--- src/design/indexed_list_store_assert.svh ---
// Assertion macros for the indexed list store.
`ifndef INDEXED_LIST_STORE_ASSERT_SVH
`define INDEXED_LIST_STORE_ASSERT_SVH

`ifndef ASSERT_OFF
// Same-cycle implication, sampled on i_clk, off during reset.
`define ILS_ASSERT_IMP(lbl, ante, cons) \
    lbl: assert property (@(posedge i_clk) disable iff (!i_rst_n) (ante) |-> (cons)) \
        else $error("implication check failed");
// Next-cycle implication, sampled on i_clk, off during reset.
`define ILS_ASSERT_NXT(lbl, ante, cons) \
    lbl: assert property (@(posedge i_clk) disable iff (!i_rst_n) (ante) |=> (cons)) \
        else $error("next-cycle check failed");
`else
`define ILS_ASSERT_IMP(lbl, ante, cons)
`define ILS_ASSERT_NXT(lbl, ante, cons)
`endif

`endif

--- src/design/ils_pkg.sv ---
// Shared widths, operation and status codes, and controller/datapath links.
package ils_pkg;

    localparam int KIND_W = 3;
    localparam int POS_W  = 7;
    localparam int VAL_W  = 32;
    localparam int STAT_W = 2;
    localparam int LEN_W  = 7;

    localparam logic [KIND_W-1:0] KIND_READ   = 3'd0;
    localparam logic [KIND_W-1:0] KIND_HEAD   = 3'd1;
    localparam logic [KIND_W-1:0] KIND_TAIL   = 3'd2;
    localparam logic [KIND_W-1:0] KIND_BEFORE = 3'd3;
    localparam logic [KIND_W-1:0] KIND_DELETE = 3'd4;

    localparam logic [STAT_W-1:0] ST_DONE  = 2'd0;
    localparam logic [STAT_W-1:0] ST_RANGE = 2'd1;
    localparam logic [STAT_W-1:0] ST_FULL  = 2'd2;

    // Controller to datapath
    typedef struct packed {
        logic load_op;    // latch the accepted item
        logic rd_en;      // issue a RAM read
        logic rd_cursor;  // read at the shift cursor, else at the item position
        logic wr_en;      // write the RAM
        logic wr_put;     // write the new value at the insert slot, else moved data
        logic start;      // set up the shift cursor
        logic step;       // advance the shift cursor
        logic finish;     // load the result and update the length
    } t_dp_cmd;

    // Datapath to controller
    typedef struct packed {
        logic read_hit;
        logic insert;         // insert that will be carried out
        logic insert_direct;  // nothing to move before the insert
        logic delete;         // delete that will be carried out
        logic delete_direct;  // last entry removed, nothing to move
        logic last;           // cursor at the final read of the shift
        logic out_free;       // result register can take a new item
    } t_dp_stat;

endpackage

--- src/design/ils_ram.sv ---
// Generic single-write, single-read RAM with registered read data.
module ils_ram #(
    parameter int WIDTH = 32,
    parameter int DEPTH = 64
) (
    input  logic                     i_clk,
    input  logic                     i_wr_en,
    input  logic [$clog2(DEPTH)-1:0] i_wr_addr,
    input  logic [WIDTH-1:0]         i_wr_data,
    input  logic                     i_rd_en,
    input  logic [$clog2(DEPTH)-1:0] i_rd_addr,
    output logic [WIDTH-1:0]         o_rd_data
);

    logic [WIDTH-1:0] r_mem [DEPTH];
    logic [WIDTH-1:0] r_rd_data;

    always_ff @(posedge i_clk) begin
        if (i_wr_en) begin
            r_mem[i_wr_addr] <= i_wr_data;
        end
        if (i_rd_en) begin
            r_rd_data <= r_mem[i_rd_addr];
        end
    end

    assign o_rd_data = r_rd_data;

endmodule

--- src/design/ils_ctrl.sv ---
// Operation sequencer: decode, read wait, entry shift, insert write, result hand-off.
module ils_ctrl (
    input  logic              i_clk,
    input  logic              i_rst_n,
    input  logic              i_in_valid,
    output logic              o_in_stall,
    input  ils_pkg::t_dp_stat i_stat,
    output ils_pkg::t_dp_cmd  o_cmd
);

    import ils_pkg::*;

    typedef enum logic [2:0] {
        S_IDLE,
        S_DECODE,
        S_RD_WAIT,
        S_SHIFT,
        S_DRAIN,
        S_PUT,
        S_FINISH
    } t_state;

    t_state r_state, n_state;
    logic   r_pend, n_pend;

    always_comb begin
        n_state = r_state;
        n_pend  = r_pend;
        o_cmd   = '0;
        unique case (r_state)
            S_IDLE: begin
                o_cmd.load_op = i_in_valid;
                if (i_in_valid) begin
                    n_state = S_DECODE;
                end
            end
            S_DECODE: begin
                n_pend = 1'b0;
                priority if (i_stat.read_hit) begin
                    o_cmd.rd_en = 1'b1;
                    n_state     = S_RD_WAIT;
                end else if (i_stat.insert) begin
                    if (i_stat.insert_direct) begin
                        n_state = S_PUT;
                    end else begin
                        o_cmd.start = 1'b1;
                        n_state     = S_SHIFT;
                    end
                end else if (i_stat.delete) begin
                    if (i_stat.delete_direct) begin
                        n_state = S_FINISH;
                    end else begin
                        o_cmd.start = 1'b1;
                        n_state     = S_SHIFT;
                    end
                end else begin
                    n_state = S_FINISH;
                end
            end
            S_RD_WAIT: begin
                n_state = S_FINISH;
            end
            S_SHIFT: begin
                // read the next entry while the previous one lands one place over
                o_cmd.rd_en     = 1'b1;
                o_cmd.rd_cursor = 1'b1;
                o_cmd.wr_en     = r_pend;
                o_cmd.step      = 1'b1;
                n_pend          = 1'b1;
                if (i_stat.last) begin
                    n_state = S_DRAIN;
                end
            end
            S_DRAIN: begin
                o_cmd.wr_en = 1'b1;
                n_state     = i_stat.insert ? S_PUT : S_FINISH;
            end
            S_PUT: begin
                o_cmd.wr_en  = 1'b1;
                o_cmd.wr_put = 1'b1;
                n_state      = S_FINISH;
            end
            S_FINISH: begin
                if (i_stat.out_free) begin
                    o_cmd.finish = 1'b1;
                    n_state      = S_IDLE;
                end
            end
            default: begin
                n_state = S_IDLE;
            end
        endcase
    end

    always_ff @(posedge i_clk) begin
        if (!i_rst_n) begin
            r_state <= S_IDLE;
            r_pend  <= 1'b0;
        end else begin
            r_state <= n_state;
            r_pend  <= n_pend;
        end
    end

    assign o_in_stall = (r_state != S_IDLE);

endmodule

--- src/design/ils_dp.sv ---
// Datapath: latched item, length counter, shift cursors, entry RAM and result register.
module ils_dp #(
    parameter int CAPACITY = 64
) (
    input  logic                              i_clk,
    input  logic                              i_rst_n,
    input  ils_pkg::t_dp_cmd                  i_cmd,
    output ils_pkg::t_dp_stat                 o_stat,
    input  logic [ils_pkg::KIND_W-1:0]        i_kind,
    input  logic [ils_pkg::POS_W-1:0]         i_position,
    input  logic signed [ils_pkg::VAL_W-1:0]  i_item_value,
    input  logic                              i_out_stall,
    output logic                              o_out_valid,
    output logic                              o_found,
    output logic signed [ils_pkg::VAL_W-1:0]  o_read_value,
    output logic [ils_pkg::STAT_W-1:0]        o_status,
    output logic [ils_pkg::LEN_W-1:0]         o_list_length
);

    import ils_pkg::*;

    localparam int AW   = $clog2(CAPACITY);
    localparam int CW   = $clog2(CAPACITY + 1);
    localparam int CMPW = (CW > POS_W) ? CW : POS_W;

    logic [KIND_W-1:0] r_kind;
    logic [POS_W-1:0]  r_pos;
    logic [VAL_W-1:0]  r_val;
    logic [CW-1:0]     r_count, n_count;
    logic [AW-1:0]     r_ra;
    logic [AW-1:0]     r_wa;

    logic                     r_out_valid;
    logic                     r_out_found;
    logic signed [VAL_W-1:0]  r_out_rdval;
    logic [STAT_W-1:0]        r_out_status;
    logic [LEN_W-1:0]         r_out_len;

    logic [CMPW-1:0]   pos_ext, cnt_ext;
    logic              full;
    logic              pos_lt_cnt;
    logic [STAT_W-1:0] op_status;
    logic              is_ins_kind;
    logic [AW-1:0]     ins_pos;
    logic [AW-1:0]     last_del;
    logic [AW-1:0]     rd_addr, wr_addr;
    logic [VAL_W-1:0]  wr_data, rd_data;

    assign pos_ext    = CMPW'(r_pos);
    assign cnt_ext    = CMPW'(r_count);
    assign full       = (r_count == CW'(CAPACITY));
    assign pos_lt_cnt = (pos_ext < cnt_ext);

    always_comb begin
        op_status   = ST_DONE;
        is_ins_kind = 1'b0;
        ins_pos     = '0;
        unique case (r_kind)
            KIND_READ: begin
                op_status = ST_DONE;
            end
            KIND_HEAD: begin
                is_ins_kind = 1'b1;
                op_status   = full ? ST_FULL : ST_DONE;
            end
            KIND_TAIL: begin
                is_ins_kind = 1'b1;
                ins_pos     = AW'(r_count);
                op_status   = full ? ST_FULL : ST_DONE;
            end
            KIND_BEFORE: begin
                is_ins_kind = 1'b1;
                ins_pos     = AW'(r_pos);
                // range check wins over the full check
                priority if (pos_ext > cnt_ext) begin
                    op_status = ST_RANGE;
                end else if (full) begin
                    op_status = ST_FULL;
                end else begin
                    op_status = ST_DONE;
                end
            end
            KIND_DELETE: begin
                op_status = pos_lt_cnt ? ST_DONE : ST_RANGE;
            end
            default: begin
                op_status = ST_DONE;
            end
        endcase
    end

    assign last_del = AW'(r_count - CW'(1));

    always_comb begin
        o_stat               = '0;
        o_stat.read_hit      = (r_kind == KIND_READ) && pos_lt_cnt;
        o_stat.insert        = is_ins_kind && (op_status == ST_DONE);
        o_stat.insert_direct = (CW'(ins_pos) == r_count);
        o_stat.delete        = (r_kind == KIND_DELETE) && pos_lt_cnt;
        o_stat.delete_direct = (cnt_ext == CMPW'(pos_ext + CMPW'(1)));
        o_stat.last          = o_stat.insert ? (r_ra == ins_pos) : (r_ra == last_del);
        o_stat.out_free      = !r_out_valid || !i_out_stall;
    end

    assign rd_addr = i_cmd.rd_cursor ? r_ra : AW'(r_pos);
    assign wr_addr = i_cmd.wr_put ? ins_pos : r_wa;
    assign wr_data = i_cmd.wr_put ? r_val : rd_data;

    ils_ram #(
        .WIDTH (VAL_W),
        .DEPTH (CAPACITY)
    ) u_ram (
        .i_clk     (i_clk),
        .i_wr_en   (i_cmd.wr_en),
        .i_wr_addr (wr_addr),
        .i_wr_data (wr_data),
        .i_rd_en   (i_cmd.rd_en),
        .i_rd_addr (rd_addr),
        .o_rd_data (rd_data)
    );

    always_comb begin
        n_count = r_count;
        if (o_stat.insert) begin
            n_count = r_count + CW'(1);
        end else if (o_stat.delete) begin
            n_count = r_count - CW'(1);
        end
    end

    // Item, cursor and result registers
    always_ff @(posedge i_clk) begin
        if (i_cmd.load_op) begin
            r_kind <= i_kind;
            r_pos  <= i_position;
            r_val  <= i_item_value;
        end
        if (i_cmd.start) begin
            r_ra <= o_stat.insert ? last_del : AW'(pos_ext + CMPW'(1));
        end else if (i_cmd.step) begin
            if (o_stat.insert) begin
                r_wa <= r_ra + AW'(1);
                r_ra <= r_ra - AW'(1);
            end else begin
                r_wa <= r_ra - AW'(1);
                r_ra <= r_ra + AW'(1);
            end
        end
        if (i_cmd.finish) begin
            r_out_found  <= o_stat.read_hit;
            r_out_rdval  <= o_stat.read_hit ? $signed(rd_data) : '1;
            r_out_status <= op_status;
            r_out_len    <= LEN_W'(n_count);
        end
    end

    // Length and result handshake
    always_ff @(posedge i_clk) begin
        if (!i_rst_n) begin
            r_count     <= '0;
            r_out_valid <= 1'b0;
        end else begin
            if (i_cmd.finish) begin
                r_count     <= n_count;
                r_out_valid <= 1'b1;
            end else if (!i_out_stall) begin
                r_out_valid <= 1'b0;
            end
        end
    end

    assign o_out_valid   = r_out_valid;
    assign o_found       = r_out_found;
    assign o_read_value  = r_out_rdval;
    assign o_status      = r_out_status;
    assign o_list_length = r_out_len;

endmodule

--- src/design/indexed_list_store.sv ---
// Indexed list store: ordered list of signed 32-bit values in a RAM.
//
// Input channel (i_in_valid / o_in_stall): one item per operation, given by
// i_kind (read, insert head, insert tail, insert before index, delete),
// i_position and i_item_value. Output channel (o_out_valid / i_out_stall):
// exactly one result item per operation with o_found, o_read_value, o_status
// and o_list_length (length after the operation, modulo 128).
// One operation is in flight at a time. After decode, a read hit waits for
// the RAM read; a read miss, a rejected or unknown op and a delete of the
// last entry go straight to the result; another delete moves the entries
// after the deleted one down one place; an insert writes the new value, first
// moving the entries from its slot up one place if any. The entry RAM has one
// write and one read port, so entries are moved in a read-ahead/write-behind loop.
// A new item is accepted once the previous result is registered, even while
// that result is still stalled; a finished operation waits in its last step
// until the result register is free. Reset empties the list at once; the
// RAM contents are not cleared and are never read before being written.
`include "indexed_list_store_assert.svh"

module indexed_list_store #(
    parameter int CAPACITY = 64
) (
    input  logic                              i_clk,
    input  logic                              i_rst_n,
    input  logic                              i_in_valid,
    output logic                              o_in_stall,
    input  logic [ils_pkg::KIND_W-1:0]        i_kind,
    input  logic [ils_pkg::POS_W-1:0]         i_position,
    input  logic signed [ils_pkg::VAL_W-1:0]  i_item_value,
    output logic                              o_out_valid,
    input  logic                              i_out_stall,
    output logic                              o_found,
    output logic signed [ils_pkg::VAL_W-1:0]  o_read_value,
    output logic [ils_pkg::STAT_W-1:0]        o_status,
    output logic [ils_pkg::LEN_W-1:0]         o_list_length
);

    import ils_pkg::*;

    t_dp_cmd  cmd;
    t_dp_stat stat;

    ils_ctrl u_ctrl (
        .i_clk      (i_clk),
        .i_rst_n    (i_rst_n),
        .i_in_valid (i_in_valid),
        .o_in_stall (o_in_stall),
        .i_stat     (stat),
        .o_cmd      (cmd)
    );

    ils_dp #(
        .CAPACITY (CAPACITY)
    ) u_dp (
        .i_clk         (i_clk),
        .i_rst_n       (i_rst_n),
        .i_cmd         (cmd),
        .o_stat        (stat),
        .i_kind        (i_kind),
        .i_position    (i_position),
        .i_item_value  (i_item_value),
        .i_out_stall   (i_out_stall),
        .o_out_valid   (o_out_valid),
        .o_found       (o_found),
        .o_read_value  (o_read_value),
        .o_status      (o_status),
        .o_list_length (o_list_length)
    );

    // An accepted item keeps the input side busy in the next cycle
    `ILS_ASSERT_NXT(a_busy_after_accept, i_in_valid && !o_in_stall, o_in_stall)
    // A read hit always completes normally
    `ILS_ASSERT_IMP(a_hit_is_done, o_out_valid && o_found, o_status == ST_DONE)
    // A rejected operation reports no data
    `ILS_ASSERT_IMP(a_reject_no_data, o_out_valid && o_status != ST_DONE, !o_found && o_read_value == '1)
    // Results appear only after the controller has left its idle state
    `ILS_ASSERT_IMP(a_finish_when_busy, cmd.finish, o_in_stall)

endmodule
--- config.mk ---
export PLATFORM = sky130hd
export DESIGN_NAME = indexed_list_store
export DESIGN_NICKNAME = d
export VERILOG_FILES = /design/src/design/ils_pkg.sv /design/src/design/ils_ram.sv /design/src/design/ils_ctrl.sv /design/src/design/ils_dp.sv /design/src/design/indexed_list_store.sv
export VERILOG_INCLUDE_DIRS = /design/src /design/src/design
export SDC_FILE = /design/constraint.sdc
export NUM_CORES = 2
export LEC_CHECK = 0
export BUFFER_PORTS_ARGS = -buffer_cell sky130_fd_sc_hd__buf_2
export CAP_MARGIN = 5
export CORE_AREA = 4 4 383 385
export DETAILED_ROUTE_END_ITERATION = 7
export DIE_AREA = 0 0 387 389
export GPL_TIMING_DRIVEN = 0
export PLACE_DENSITY_LB_ADDON = 0.1
export SYNTH_ARGS = -nofsm -noshare
export SYNTH_HDL_FRONTEND = slang
export SYNTH_SLANG_ARGS = --single-unit
export TNS_END_PERCENT = 1
--- constraint.sdc ---
create_clock -name i_clk -period 9.3 [get_ports i_clk]
set_input_delay 1.86 -clock i_clk [delete_from_list [all_inputs] [get_ports i_clk]]
set_output_delay 1.86 -clock i_clk [all_outputs]
set_load 0.05 [all_outputs]
==> impl_metrics.yaml <==
outcome:
  status: "complete, no violations"
worst_setup_path:
  startpoint_type: "flop"
  cpLargestDelayFamily: "buffers and inverters"
  cp-end-kind: "flop"
  worst-path-buf-inv: 4
  r2r_cells: 12
  worst-r2r-setup-slack_ns: 3.51
  path_max_fanout: 14
  cp.arrival_ns: 6.38
  cp_cell_sequence: "nand3b_4, inv_4, mux2i_2, buf_8, clkbuf_1, clkbuf_1, mux4_2, nand2_1, nand2_1, o21ai_0, o22ai_1, a221o_1"
  path_class: "flop to flop"
  crit_slowest_cell: "clkbuf_1"
  slowest_delay_ns: 0.81
  r2r_start: "u_ctrl.r_state[1]"
  r2r-end: "u_dp.u_ram.o_rd_data[14]"
  cp.required_ns: 9.88
timing:
  rsz0062_at_grt: "no"
  fin_crit_sh: 0.623
  timing.slew.headroom: 0.0508
  tightest_slew_ns: 1.42
  hold_viol_final: 0
  whs_ns: 0.469
  fmax_ghz: 0.173
  finalMaxSlewViolations: 0
  fin_setup_tns_ns: 0
  finalClockSkew_ns: 0.0317
  setup_viol: 0
  min_period_ns: 5.79
pwr:
  power.density_mw_per_mm2: 274
  p_leak_nw: 31.0
  irDropWorstVdd_uv: 216
detailed_routing:
  post-route-drc-count: 0
  drt_iter0_drc: 6379
  routedWlPerCell_um: 33.4
  wl_um: 225000
  drt_pass1_iterations: 5
  viasPerCell: 6.62
  vias: 44500
  ant_nets: 0
global_routing:
  grt_pass1_wl_um: 321000
  grt_overflow: 0
  grt_pass1_vias: 43800
  met2_usage: 0.452
  use_met3: 0.0715
  grt_max_degree: 65
  antenna_found_initial: 12
  grt_usage: 0.301
  grt-busiest-layer: "met2"
  globalRouteMet1Util: 0.443
die:
  die_area_mm2: 0.151
  start_util: 0.598
  io_pins: 90
  die_h_um: 389
  core_mm2: 0.143
  die_w_um: 387
  rows: 139
placed_design:
  post-place-cells: 6337
  gp_congestion: 0.979
  io_buffers: 89
  hpwlAfterDp_um: 146000
yosys:
  ys_seq_area_frac: 0.766
  syn-cell-area_mm2: 0.0856
  syn_area_per_cell_um2: 20.1
  synth_cell_type_count: 65
  synth_nets: 4321
  ys.flop_type: "edfxtp_1"
  syn_inst: 4262
  yosysWarnings: 0
  synth_edf_count: 2176
  ys_ff_latch: 2188
  async_reset_ff_frac: 0
layout:
  syn_to_final_growth_pct: 14.0
  diodes: 0
  drive_gt1_frac: 0.250
  final_common_cell: "edfxtp_1"
  finalNonFillerCells: 6731
  nNetsFinal: 4712
  layout_common_cells: "edfxtp_1 (2176), mux4_2 (513), nand2_1 (497)"
clocking:
  cts_hold_buf: 0
  postCtsSetupRepairBufs: 0
  clockBufferDepth: 3
  clkTransAtPathRegs_ns: 0.06
  tritoncts: "built"
  cts_inserted_buffers: 211
  ctsResizeCount: 0
  clock_sink_count: 2188
  clockRootBuffer: "clkbuf_16"
  cts_htree_levels: 4
  clock_latency_ns: 0.85
worst_hold_path:
  holdPathStages: 2
  holdPathEnd: "u_ctrl.r_pend"
  hold_path_class: "flop to flop"
  hp-start: "u_ctrl.r_pend"
flow_run:
  drv_cap: 0
## state kept, by name, indices dropped and copies added (netlist names), 7 cells and up
name,count
u_dp.o_list_length,7
u_dp.cnt_ext,7
u_dp.r_val,32
u_dp.u_ram.r_mem,2048
u_dp.u_ram.o_rd_data,32
u_dp.o_read_value,32
u_dp.pos_ext,7
## logic make-up after synthesis
| logic type | after synthesis | synth area share |
|---|---|---|
| mux | 566 | 0.142 |
| fa+ha+maj | 13 | 0.00190 |
| compound gates | 354 | 0.0286 |
| buf+inv | 261 | 0.0144 |
| flops | 2188 | 0.766 |
| xor+xnor | 29 | 0.00330 |
| simple gates | 851 | 0.0437 |
## power breakdown
part | total, W | internal (W) | switching, W
logic | 0.00669 | 0.00221 | 0.00448
clock network | 0.00831 | 0.00472 | 0.00359
registers | 0.0117 | 0.0116 | 0.0000810
## layout make-up
cell class / instances / area (um2)
Buffer: 241 / 1160
Timing Repair Buffer: 178 / 2340
Clock buffer: 271 / 5650
Clock inverter: 117 / 1000
Tap cell: 1903 / 2380
Inverter: 20 / 77.6
Multi-Input combinational cell: 1813 / 19300
Sequential cell: 2188 / 65600
Fill cell: 9040 / 45600
## worst max path at each step
stage                                 start                        to  slack [ns]  cells past startpoint
after global routing      u_ctrl.r_state[1]  u_dp.u_ram.o_rd_data[13]        3.40                     12
final                     u_ctrl.r_state[1]  u_dp.u_ram.o_rd_data[14]        3.51                     12
after CTS                 u_ctrl.r_state[1]  u_dp.u_ram.o_rd_data[16]        3.59                     12
after floorplan             u_dp.cnt_ext[1]   u_dp.u_ram.o_rd_data[0]        4.82                     10
after detailed placement  u_ctrl.r_state[1]  u_dp.u_ram.o_rd_data[16]        3.60                     12
after global placement      u_dp.cnt_ext[1]  u_dp.u_ram.o_rd_data[29]        1.85                     10
## per-layer routing
| layer | vias up | part of all wire |
|---|---|---|
| li1 | 18200 | - |
| met1 | 23400 | 0.39 |
| met2 | 2624 | 0.46 |
| met3 | 330 | 0.11 |
| met4 | 2 | 0.040 |
| met5 | - | 0.000067 |
## synth_stat cells (19+ instances only)
master / instances / share of area
nand2_1: 497 / 0.022
a21oi_1: 37 / 0.0022
mux2i_1: 19 / 0.0022
clkbuf_1: 124 / 0.0054
nor2_1: 102 / 0.0045
a211oi_2: 20 / 0.0029
a31oi_1: 65 / 0.0048
edfxtp_1: 2176 / 0.76
nand3_1: 89 / 0.0052
a221o_1: 32 / 0.0037
and2_1: 66 / 0.0048
o22ai_1: 35 / 0.0026
mux2_2: 34 / 0.0045
a211oi_1: 46 / 0.0040
mux4_2: 513 / 0.14
o21ai_0: 79 / 0.0046
buf_2: 74 / 0.0043
nand2b_1: 36 / 0.0026
## worst reg2reg max path, stage by stage (launching register included)
cell	delay (ns)
dfxtp_1	0.52
nand3b_4	0.21
inv_4	0.22
mux2i_2	0.53
buf_8	0.22
clkbuf_1	0.81
clkbuf_1	0.62
mux4_2	0.42
nand2_1	0.08
nand2_1	0.06
o21ai_0	0.73
o22ai_1	0.67
a221o_1	0.45
## metrics by stage
stage | util | power (W) | setup WS (ns) | instance area [um2]
after floorplan | - | 0.0157 | 4.82 | 85600
after global placement | 0.618 | 0.0182 | 1.85 | 88400
after detailed placement | 0.634 | 0.0185 | 3.60 | 90700
after CTS | 0.680 | 0.0267 | 3.59 | 97400
after global routing | 0.681 | 0.0276 | 3.40 | 97500
final | 0.681 | 0.0267 | 3.51 | 97500
Power figures use the tool's default switching activity.
